===== src/design/htud_pkg.sv =====
// ----------------------------------------------------------------------------
// Huffman tree unpack/decode package
// Shared sizes, codes and the command/status bundles between control and
// datapath.
// ----------------------------------------------------------------------------
package htud_pkg;

    // return stack
    localparam int StackDepth = 32;
    localparam int StackAw    = $clog2(StackDepth);
    localparam int LevelW     = $clog2(StackDepth + 1);

    // node table: bit 9 leaf flag, bits 7..0 symbol, or bits 8..0 right link
    localparam int NodeCount = 511;
    localparam int NodeIdxW  = 9;
    localparam int NodeW     = 10;
    localparam int LeafBit   = 9;
    localparam logic [NodeIdxW-1:0] NodeLimit = NodeIdxW'(NodeCount);

    // config register map (byte lanes below bit 2 ignored)
    localparam int  PaddrW       = 3;
    localparam logic RegByteCount = 1'b0;
    localparam logic RegStride    = 1'b1;

    // result status codes
    localparam logic [1:0] StatusOk      = 2'd0;
    localparam logic [1:0] StatusTooDeep = 2'd1;
    localparam logic [1:0] StatusTooMany = 2'd2;

    typedef enum logic [1:0] {
        EM_BYTE,
        EM_FILL,
        EM_DEEP,
        EM_NODES
    } t_emit;

    typedef enum logic [2:0] {
        CUR_HOLD,
        CUR_ZERO,
        CUR_INC,
        CUR_NEXT_FREE,
        CUR_NODE,
        CUR_STACK
    } t_cur_sel;

    typedef enum logic [1:0] {
        NW_ZERO,
        NW_LEAF,
        NW_LINK
    } t_node_wsel;

    typedef struct packed {
        logic       clear;
        logic       stream_bit;
        logic       sym_begin;
        logic       sym_shift;
        t_cur_sel   cur_sel;
        logic       node_rd;
        logic       node_wr;
        t_node_wsel node_wsel;
        logic       push;
        logic       stack_rd;
        logic       level_dec;
        logic       nf_inc;
        logic       emit;
        t_emit      emit_kind;
    } t_dp_cmd;

    typedef struct packed {
        logic out_free;
        logic stack_empty;
        logic stack_full;
        logic nodes_full;
        logic single_leaf;
        logic sym_last;
        logic node_zero;
        logic node_leaf;
        logic last_byte;
    } t_dp_sts;

endpackage


===== src/design/htud_ctrl.sv =====
// ----------------------------------------------------------------------------
// Huffman tree unpack/decode controller
// Tracks the block phase and sequences table/stack accesses for each bit.
// ----------------------------------------------------------------------------
module htud_ctrl (
    input  logic              i_clk,
    input  logic              i_rst_n,
    input  logic              i_valid,
    input  logic              i_func,
    input  logic              i_bit,
    output logic              o_ready,
    input  htud_pkg::t_dp_sts i_sts,
    output htud_pkg::t_dp_cmd o_cmd
);

    typedef enum logic [2:0] {
        PH_IDLE,
        PH_KIND,
        PH_SYM,
        PH_DECODE,
        PH_STOP
    } t_phase;

    typedef enum logic [2:0] {
        ST_WAIT,
        ST_EXEC,
        ST_POP,
        ST_POP_NODE,
        ST_POP_CHK,
        ST_DEC_RIGHT,
        ST_DEC_CHK,
        ST_EMIT
    } t_state;

    t_state          r_state, n_state;
    t_phase          r_phase, n_phase;
    htud_pkg::t_emit r_emit_kind, n_emit_kind;
    logic            r_func, r_bit;

    assign o_ready = (r_state == ST_WAIT);

    always_comb begin
        n_state     = r_state;
        n_phase     = r_phase;
        n_emit_kind = r_emit_kind;
        o_cmd            = '0;
        o_cmd.stream_bit = r_bit;
        o_cmd.cur_sel    = htud_pkg::CUR_HOLD;
        o_cmd.node_wsel  = htud_pkg::NW_ZERO;
        o_cmd.emit_kind  = r_emit_kind;

        case (r_state)
            ST_WAIT: begin
                if (i_valid) begin
                    n_state = ST_EXEC;
                end
            end

            ST_EXEC: begin
                n_state = ST_WAIT;
                if (r_func) begin
                    o_cmd.clear   = 1'b1;
                    o_cmd.cur_sel = htud_pkg::CUR_ZERO;
                    n_phase       = PH_KIND;
                end else begin
                    case (r_phase)
                        PH_KIND: begin
                            if (r_bit) begin
                                o_cmd.sym_begin = 1'b1;
                                n_phase         = PH_SYM;
                            end else if (i_sts.stack_full) begin
                                n_emit_kind = htud_pkg::EM_DEEP;
                                n_phase     = PH_STOP;
                                n_state     = ST_EMIT;
                            end else if (i_sts.nodes_full) begin
                                n_emit_kind = htud_pkg::EM_NODES;
                                n_phase     = PH_STOP;
                                n_state     = ST_EMIT;
                            end else begin
                                o_cmd.push      = 1'b1;
                                o_cmd.node_wr   = 1'b1;
                                o_cmd.node_wsel = htud_pkg::NW_ZERO;
                                o_cmd.cur_sel   = htud_pkg::CUR_NEXT_FREE;
                                o_cmd.nf_inc    = 1'b1;
                            end
                        end
                        PH_SYM: begin
                            o_cmd.sym_shift = 1'b1;
                            if (i_sts.sym_last) begin
                                o_cmd.node_wr   = 1'b1;
                                o_cmd.node_wsel = htud_pkg::NW_LEAF;
                                n_state         = ST_POP;
                            end
                        end
                        PH_DECODE: begin
                            o_cmd.node_rd = 1'b1;
                            if (r_bit) begin
                                // fetch the current branch for its right link
                                n_state = ST_DEC_RIGHT;
                            end else begin
                                o_cmd.cur_sel = htud_pkg::CUR_INC;
                                n_state       = ST_DEC_CHK;
                            end
                        end
                        default: begin
                            n_state = ST_WAIT;
                        end
                    endcase
                end
            end

            // climb the return stack looking for a branch whose right side is open
            ST_POP: begin
                if (i_sts.stack_empty) begin
                    o_cmd.cur_sel = htud_pkg::CUR_ZERO;
                    if (i_sts.single_leaf) begin
                        n_emit_kind = htud_pkg::EM_FILL;
                        n_phase     = PH_STOP;
                        n_state     = ST_EMIT;
                    end else begin
                        n_phase = PH_DECODE;
                        n_state = ST_WAIT;
                    end
                end else begin
                    o_cmd.stack_rd = 1'b1;
                    n_state        = ST_POP_NODE;
                end
            end

            ST_POP_NODE: begin
                o_cmd.cur_sel = htud_pkg::CUR_STACK;
                o_cmd.node_rd = 1'b1;
                n_state       = ST_POP_CHK;
            end

            ST_POP_CHK: begin
                if (i_sts.node_zero) begin
                    if (i_sts.nodes_full) begin
                        n_emit_kind = htud_pkg::EM_NODES;
                        n_phase     = PH_STOP;
                        n_state     = ST_EMIT;
                    end else begin
                        o_cmd.node_wr   = 1'b1;
                        o_cmd.node_wsel = htud_pkg::NW_LINK;
                        o_cmd.cur_sel   = htud_pkg::CUR_NEXT_FREE;
                        o_cmd.nf_inc    = 1'b1;
                        n_phase         = PH_KIND;
                        n_state         = ST_WAIT;
                    end
                end else begin
                    o_cmd.level_dec = 1'b1;
                    n_state         = ST_POP;
                end
            end

            ST_DEC_RIGHT: begin
                o_cmd.cur_sel = htud_pkg::CUR_NODE;
                o_cmd.node_rd = 1'b1;
                n_state       = ST_DEC_CHK;
            end

            ST_DEC_CHK: begin
                if (i_sts.node_leaf) begin
                    n_emit_kind = htud_pkg::EM_BYTE;
                    n_state     = ST_EMIT;
                end else begin
                    n_state = ST_WAIT;
                end
            end

            ST_EMIT: begin
                if (i_sts.out_free) begin
                    o_cmd.emit = 1'b1;
                    n_state    = ST_WAIT;
                    if (r_emit_kind == htud_pkg::EM_BYTE) begin
                        o_cmd.cur_sel = htud_pkg::CUR_ZERO;
                        if (i_sts.last_byte) begin
                            n_phase = PH_STOP;
                        end
                    end
                end
            end

            default: begin
                n_state = ST_WAIT;
            end
        endcase
    end

    always_ff @(posedge i_clk) begin
        if (!i_rst_n) begin
            r_state     <= ST_WAIT;
            r_phase     <= PH_IDLE;
            r_emit_kind <= htud_pkg::EM_BYTE;
        end else begin
            r_state     <= n_state;
            r_phase     <= n_phase;
            r_emit_kind <= n_emit_kind;
        end
        if (o_ready && i_valid) begin
            r_func <= i_func;
            r_bit  <= i_bit;
        end
    end

endmodule


===== config.mk =====
export PLATFORM = sky130hd
export DESIGN_NAME = htud_ctrl
export DESIGN_NICKNAME = d
export VERILOG_FILES = /design/src/design/htud_pkg.sv /design/src/design/htud_ctrl.sv
export SDC_FILE = /design/constraint.sdc
export NUM_CORES = 1
export LEC_CHECK = 0
export BUFFER_PORTS_ARGS = -buffer_cell sky130_fd_sc_hd__buf_2
export CORE_MARGIN = 3
export CORE_UTILIZATION = 49
export DETAILED_ROUTE_END_ITERATION = 8
export GPL_TIMING_DRIVEN = 0
export PLACE_DENSITY = 0.78
export SYNTH_ARGS = -nofsm -noshare
export SYNTH_HDL_FRONTEND = slang
export SYNTH_SLANG_ARGS = --single-unit
export TNS_END_PERCENT = 5

===== constraint.sdc =====
create_clock -name i_clk -period 2.5 [get_ports i_clk]
set_clock_uncertainty 0.15 [all_clocks]
set_input_delay 0.5 -clock i_clk [delete_from_list [all_inputs] [get_ports i_clk]]
set_output_delay 0.5 -clock i_clk [all_outputs]
set_load 0.02 [all_outputs]

==> reports/qor.yml, run 1 <==
min_path:
  hold_class: "in2reg"
run_status:
  status: "complete, no violations"
sta:
  rsz0062_at_grt: "true"
  period_minus_slack_ns: 2.44
  setup_viol: 0
  fin_crit_sh_pct: 97.5
  max_freq_mhz: 410
  hold_viol: 0
  slew_viol_final: 0
  worstMarginPinSlew_ns: 0.420
  slew_headroom_pct: 72.0
global_routing:
  grt_use_met2_pct: 41.9
  met1_usage_pct: 28.5
  grt_antenna_before_repair: 0
  busiest_layer: "met2"
  gr-total-overflow: 0
  grt_max_degree: 11
  grt_use_met3_pct: 3.93
  grt_util_all_layers_pct: 23.9
  grt_pass1_vias: 1044
  grt_first_pass_wirelength_um: 4600
power_and_ir_drop:
  peakVddDrop_mv: 0.270
  power.total_uw: 435
  switching_share_pct: 29.8
  power_density_nw_per_um2: 358
  power_frac_comb_pct: 23.8
  cellInternalPower_uw: 305
  switchingPower_uw: 130
  power_frac_clock_pct: 34.4
  seqPwrFrac_pct: 41.8
  p_leak_nw: 0.546
clock_network:
  cts_tree: "yes"
  cts.clk_slew.worst_paths_ns: 0.08
  ctsRootBufferMaster: "clkbuf_4"
  cts_hold_buffers: 0
  numClockSinks: 10
  clock_path_buffers: 2
  cts.htree.levels: 1
  clk_latency_ns: 0.28
  cts-buffers-inserted: 3
detailed_routing:
  wirelength_um: 2830
  wl_per_cell_um: 15.3
  drt_iter0_markers: 32
  viasPerCell: 5.99
  drc_errors: 0
  postRouteAntennaNets: 0
  num_vias: 1109
  drt-pass1-iter-count: 4
synth:
  synth_warnings: 0
  synth-main-ff-cell: "dfxtp_1"
  yosys.area.top_type: "dfxtp_1"
  synth.most_common_cell: "nor2_1"
  synth-seq-cells: 10
  synth_area_leaders: "dfxtp_1, edfxtp_1, nor2b_1, o21ai_0, nor2_1"
  syn_inst: 123
  syn_nets: 137
  ys_async_sr_fraction_pct: 0
  synthTopCellsByCount: "nor2_1, dfxtp_1, inv_1, o21ai_0"
  syn-cell-area_sq_um: 938
  synth_edf_count: 2
  yosysUniqueCellTypes: 44
  yosysTopAreaCellShare_pct: 17.1
  yosysSeqAreaShare_pct: 23.5
  syn_area_per_cell_sq_um: 7.63
finish:
  antenna_cells: 0
  final_design_area_no_fill_sq_um: 1210
  fillers: 169
  drive_gt1_share_pct: 33.8
  syn_to_final_growth_pct: 29.5
  nNetsFinal: 175
floorplan:
  dieArea_sq_um: 2480
  die-width_um: 49.8
  die_y_um: 49.8
  initial_core_util_pct: 53.2
  core_sq_um: 1760
  rows: 15
  ios: 33
setup_path:
  slowest_delay_ns: 0.51
  cp_top_family: "simple AND/OR/NAND/NOR gates"
  startpoint_type: "register"
  cp.arrival_ns: 1.79
  crit_chain: "nor4b_4, nand3b_1, o31ai_1, buf_2"
  crit_slowest_cell: "edfxtp_1"
  worst-setup-path-type: "reg2out"
  cp-end-kind: "primary output"
  critPathRequiredTime_ns: 1.85
  cp_max_fo: 6
  worst-path-buf-inv: 1
place:
  place.gp.congestion: 0.900
  dpl.hpwl_um: 2140
  placed_area_sq_um: 1130
  io_buffers: 31
run:
  cap_violations: 0
cells in the final DEF (no fill, tap or decap), drive strengths merged, types with 3 or more instances in the layout:
master and count:
nand2 7, o21ai 8, dfxtp 8, nor3 3
nand3 5, clkbuf 9, and2 4, nor4b 3
nor2 10, nor2b 7, or3 3, buf 37
and3 3, nor3b 4, a21boi 4, inv 8
a21oi 5
path summary, 6_finish.rpt:
path              startpoint    endpoint  slack, ns  depth (start not counted)
setup reg to reg  r_state[0]  r_phase[0]       0.43                          5
setup / recovery      r_func   o_cmd[12]       0.06                          4
hold reg to reg   r_phase[2]  r_phase[2]       0.38                          2
hold / removal         i_bit       r_bit       0.24                          1
power by group through the flow:
| stage | combinational, mW | clock (mW) | sequential (mW) |
|---|---|---|---|
| 2_1_floorplan | 0.0634 | 0 | 0.183 |
| 3_3_place_gp | 0.0924 | 0 | 0.184 |
| 3_5_place_dp | 0.0950 | 0 | 0.185 |
| 4_1_cts | 0.0978 | 0.152 | 0.183 |
| 5_1_grt | 0.114 | 0.160 | 0.182 |
| 6_report | 0.104 | 0.150 | 0.182 |
stage by stage:
stage | TNS, ns | hold WS, ns | setup slack (ns) | utilization (%) | instances
2_1_floorplan | 0 | 0.316 | 0.113 | - | 123
3_3_place_gp | 0 | 0.338 | 0.0575 | 64.0 | 179
3_5_place_dp | -0.0179 | 0.371 | -0.0179 | 64.0 | 179
4_1_cts | 0 | 0.240 | 0.0155 | 67.6 | 183
5_1_grt | -0.120 | 0.233 | -0.0477 | 68.9 | 185
6_report | 0 | 0.243 | 0.0628 | 68.9 | 185
cell families (layout without fill, tap and decap cells):
logic type / Yosys count / count (layout) / synth area share, %
compound gates: 37 / 37 / 28.8
xor+xnor: 1 / 1 / 0.934
buf+inv: 17 / 54 / 8.93
flops: 10 / 10 / 23.5
mux: 3 / 3 / 3.73
simple gates: 55 / 55 / 34.1
what timing repair did:
item / 4_1_cts / 5_1_grt
setup endpoints to repair: 10 / 6
gates resized for setup: 5 / 4
buffers inserted: 0 / 2
metal layers:
metal | vias up | wire [um] | share of wire, %
met5 | - | 0 | 0
met4 | 0 | 45 | 1.6
met3 | 7 | 201 | 7.1
met2 | 57 | 1410 | 50
met1 | 515 | 1180 | 42
li1 | 530 | - | -
area by class of cell:
type                            count  area [sq um]  area share (%)
Buffer                              9          56.3            4.63
Tap cell                           25          31.3            2.57
Inverter                            8          30.0            2.47
Clock buffer                        4          36.3            2.99
Sequential cell                    10           221            18.2
Multi-Input combinational cell     96           669            55.1
Timing Repair Buffer               33           170            14.0
registers in the layout, summed over array words and instances, names as in the netlist:
| register | count |
|---|---|
| r_phase | 3 |
| r_emit_kind | 2 |
| r_bit | 1 |
| r_state | 3 |
| r_func | 1 |
No activity file was read; power rests on OpenSTA's default activity.
==> inputs of run 2 (changes only) <==
GPL_TIMING_DRIVEN = not set   (was 0)
==> run 2 against run 1 <==
Cell count is 1.1% lower. First-iteration DRC count increased by 130%. Non-clock buffer count decreased by 2. Final area is 3.0% lower. Worst setup slack improved by 0.047 ns. Maximum frequency is 2.0% higher. Register-to-register slack improved by 0.06 ns. Die area did not move. Clock-buffer cell count stayed put. Global-route usage decreased by 1.8 points.
==> reports/qor.yml, run 2 (same netlist as run 1, synthesis figures left out) <==
power_and_ir_drop:
  power.total_uw: 396  # was 435 uW
  peakVddDrop_mv: 0.283  # was 0.270 mV
  power_density_nw_per_um2: 336  # was 358 nW/um^2
  p_leak_nw: 0.533  # was 0.546 nW
clock_network:
  cts-buffers-inserted: 3  # unchanged
  cts_tree: "yes"  # unchanged
  cts.clk_slew.worst_paths_ns: 0.06  # was 0.08 ns
  clock_path_buffers: 2  # unchanged
  numClockSinks: 10  # unchanged
  ctsRootBufferMaster: "clkbuf_4"  # unchanged
  cts.htree.levels: 1  # unchanged
  cts_hold_buffers: 0  # unchanged
  clk_latency_ns: 0.27  # was 0.28 ns
finish:
  antenna_cells: 0  # unchanged
  syn_to_final_growth_pct: 25.6  # was 29.5%
  reg_top3: "r_phase x3, r_state x3, r_emit_kind x2"  # unchanged
  nNetsFinal: 173  # was 175
  utilization_pct: 66.8  # was 68.9%
  drive_gt1_share_pct: 32.9  # was 33.8%
  most-common-layout-cells: "buf_2, nor2_1, inv_1, o21ai_0, buf_4"  # was buf_2, nor2_1, inv_1, o21ai_0
  final_design_area_no_fill_sq_um: 1180  # was 1210 sq um
  final_common_cell: "buf_2"  # unchanged
setup_path:
  cp-end-kind: "primary output"  # unchanged
  worst-setup-path-type: "reg2out"  # unchanged
  cp.arrival_ns: 1.74  # was 1.79 ns
  cp_max_fo: 5  # was 6
  startpoint_type: "register"  # unchanged
  critPathRequiredTime_ns: 1.85  # about the same
sta:
  worstMarginPinSlew_ns: 0.371  # was 0.420 ns
  slew_headroom_pct: 74.6  # was 72.0%
  setup_tns_ns: 0  # unchanged
  fin_crit_sh_pct: 95.6  # was 97.5%
  period_minus_slack_ns: 2.39  # was 2.44 ns
  hold_viol: 0  # unchanged
  slew_viol_final: 0  # unchanged
  max_freq_mhz: 418  # was 410 MHz
  setup_viol: 0  # unchanged
  rsz0062_at_grt: "true"  # unchanged
floorplan:
  die-width_um: 49.8  # unchanged
  die_y_um: 49.8  # unchanged
  ios: 33  # unchanged
  core_sq_um: 1760  # unchanged
  rows: 15  # unchanged
  dieArea_sq_um: 2480  # unchanged
  initial_core_util_pct: 53.2  # unchanged
place:
  io_buffers: 32  # was 31
  place.gp.congestion: 0.888  # was 0.900
  placed_area_sq_um: 1130  # about the same
  dpl.hpwl_um: 2030  # was 2140 um
global_routing:
  gr-total-overflow: 0  # unchanged
  grt_pass1_vias: 942  # was 1,044
  grt_antenna_before_repair: 0  # unchanged
  grt_max_degree: 18  # was 11
  grt_first_pass_wirelength_um: 4240  # was 4600 um
  grt_util_all_layers_pct: 22.2  # was 23.9%
detailed_routing:
  drt_iter0_markers: 72  # was 32
  drc_errors: 0  # unchanged
  postRouteAntennaNets: 0  # unchanged
  num_vias: 1106  # was 1,109
  wl_per_cell_um: 14.5  # was 15.3 um
  drt-pass1-iter-count: 4  # unchanged
  viasPerCell: 6.04  # was 5.99
  wirelength_um: 2650  # was 2830 um
run_status:
  status: "complete, no violations"  # unchanged
run:
  cap_violations: 0  # unchanged
min_path:
  hold_class: "in2reg"  # unchanged
-- run 2: critical path, cell delays in order, from the launching register on --
cell	delay, ns
edfxtp_1	0.48
nor4b_2	0.25
buf_4	0.18
nand3b_1	0.12
o31ai_1	0.25
buf_2	0.20
-- run 2: power by group --
group          leakage, nW  switching (mW)  internal, mW  total [mW]
sequential          0.0853         0.00991         0.171       0.181
clock               0.0150          0.0546        0.0618       0.116
combinational        0.433          0.0548        0.0432      0.0980
total                0.533           0.119         0.276       0.396
-- run 2: path summary, 6_finish.rpt --
check / endpoint / startpoint / cells after the start / slack, ns
setup / recovery: o_cmd[12] / r_func / 5 / 0.11
hold / removal: r_bit / i_bit / 1 / 0.26
setup reg to reg: r_phase[0] / r_state[0] / 5 / 0.49
hold reg to reg: r_phase[2] / r_phase[2] / 2 / 0.36
-- run 2: per-layer routing --
metal / share of wire, % / wire length (um) / vias to the layer above / track usage [%]
met5: 0 / 0 / - / 0
li1: - / - / 530 / -
met4: 2.1 / 55 / 0 / 5.53
met1: 42 / 1110 / 511 / 27.1
met3: 7.9 / 210 / 11 / 5.44
met2: 48 / 1270 / 54 / 38.5
-- run 2: metrics by stage --
step / std cells / setup WS [ns] / hold WS (ns)
floorplan: 123 / 0.113 / 0.316
global route: 183 / -0.00488 / 0.236
global placement: 178 / 0.206 / 0.332
finish: 183 / 0.110 / 0.256
detailed placement: 178 / 0.208 / 0.337
CTS: 182 / 0.0376 / 0.249
-- run 2: what timing repair did --
| action | CTS | global route |
|---|---|---|
| endpoints found under the setup margin | 4 | 5 |
| buffers inserted | 0 | 1 |
| resized for setup | 1 | 3 |
-- run 2: cell type report --
class | count | area, sq um
clock buffers | 4 | 26.3
flip-flops and latches | 10 | 225
inverters | 8 | 30.0
multi-input cells | 96 | 646
fillers | 162 | 586
well taps | 25 | 31.3
repair buffers | 40 | 220
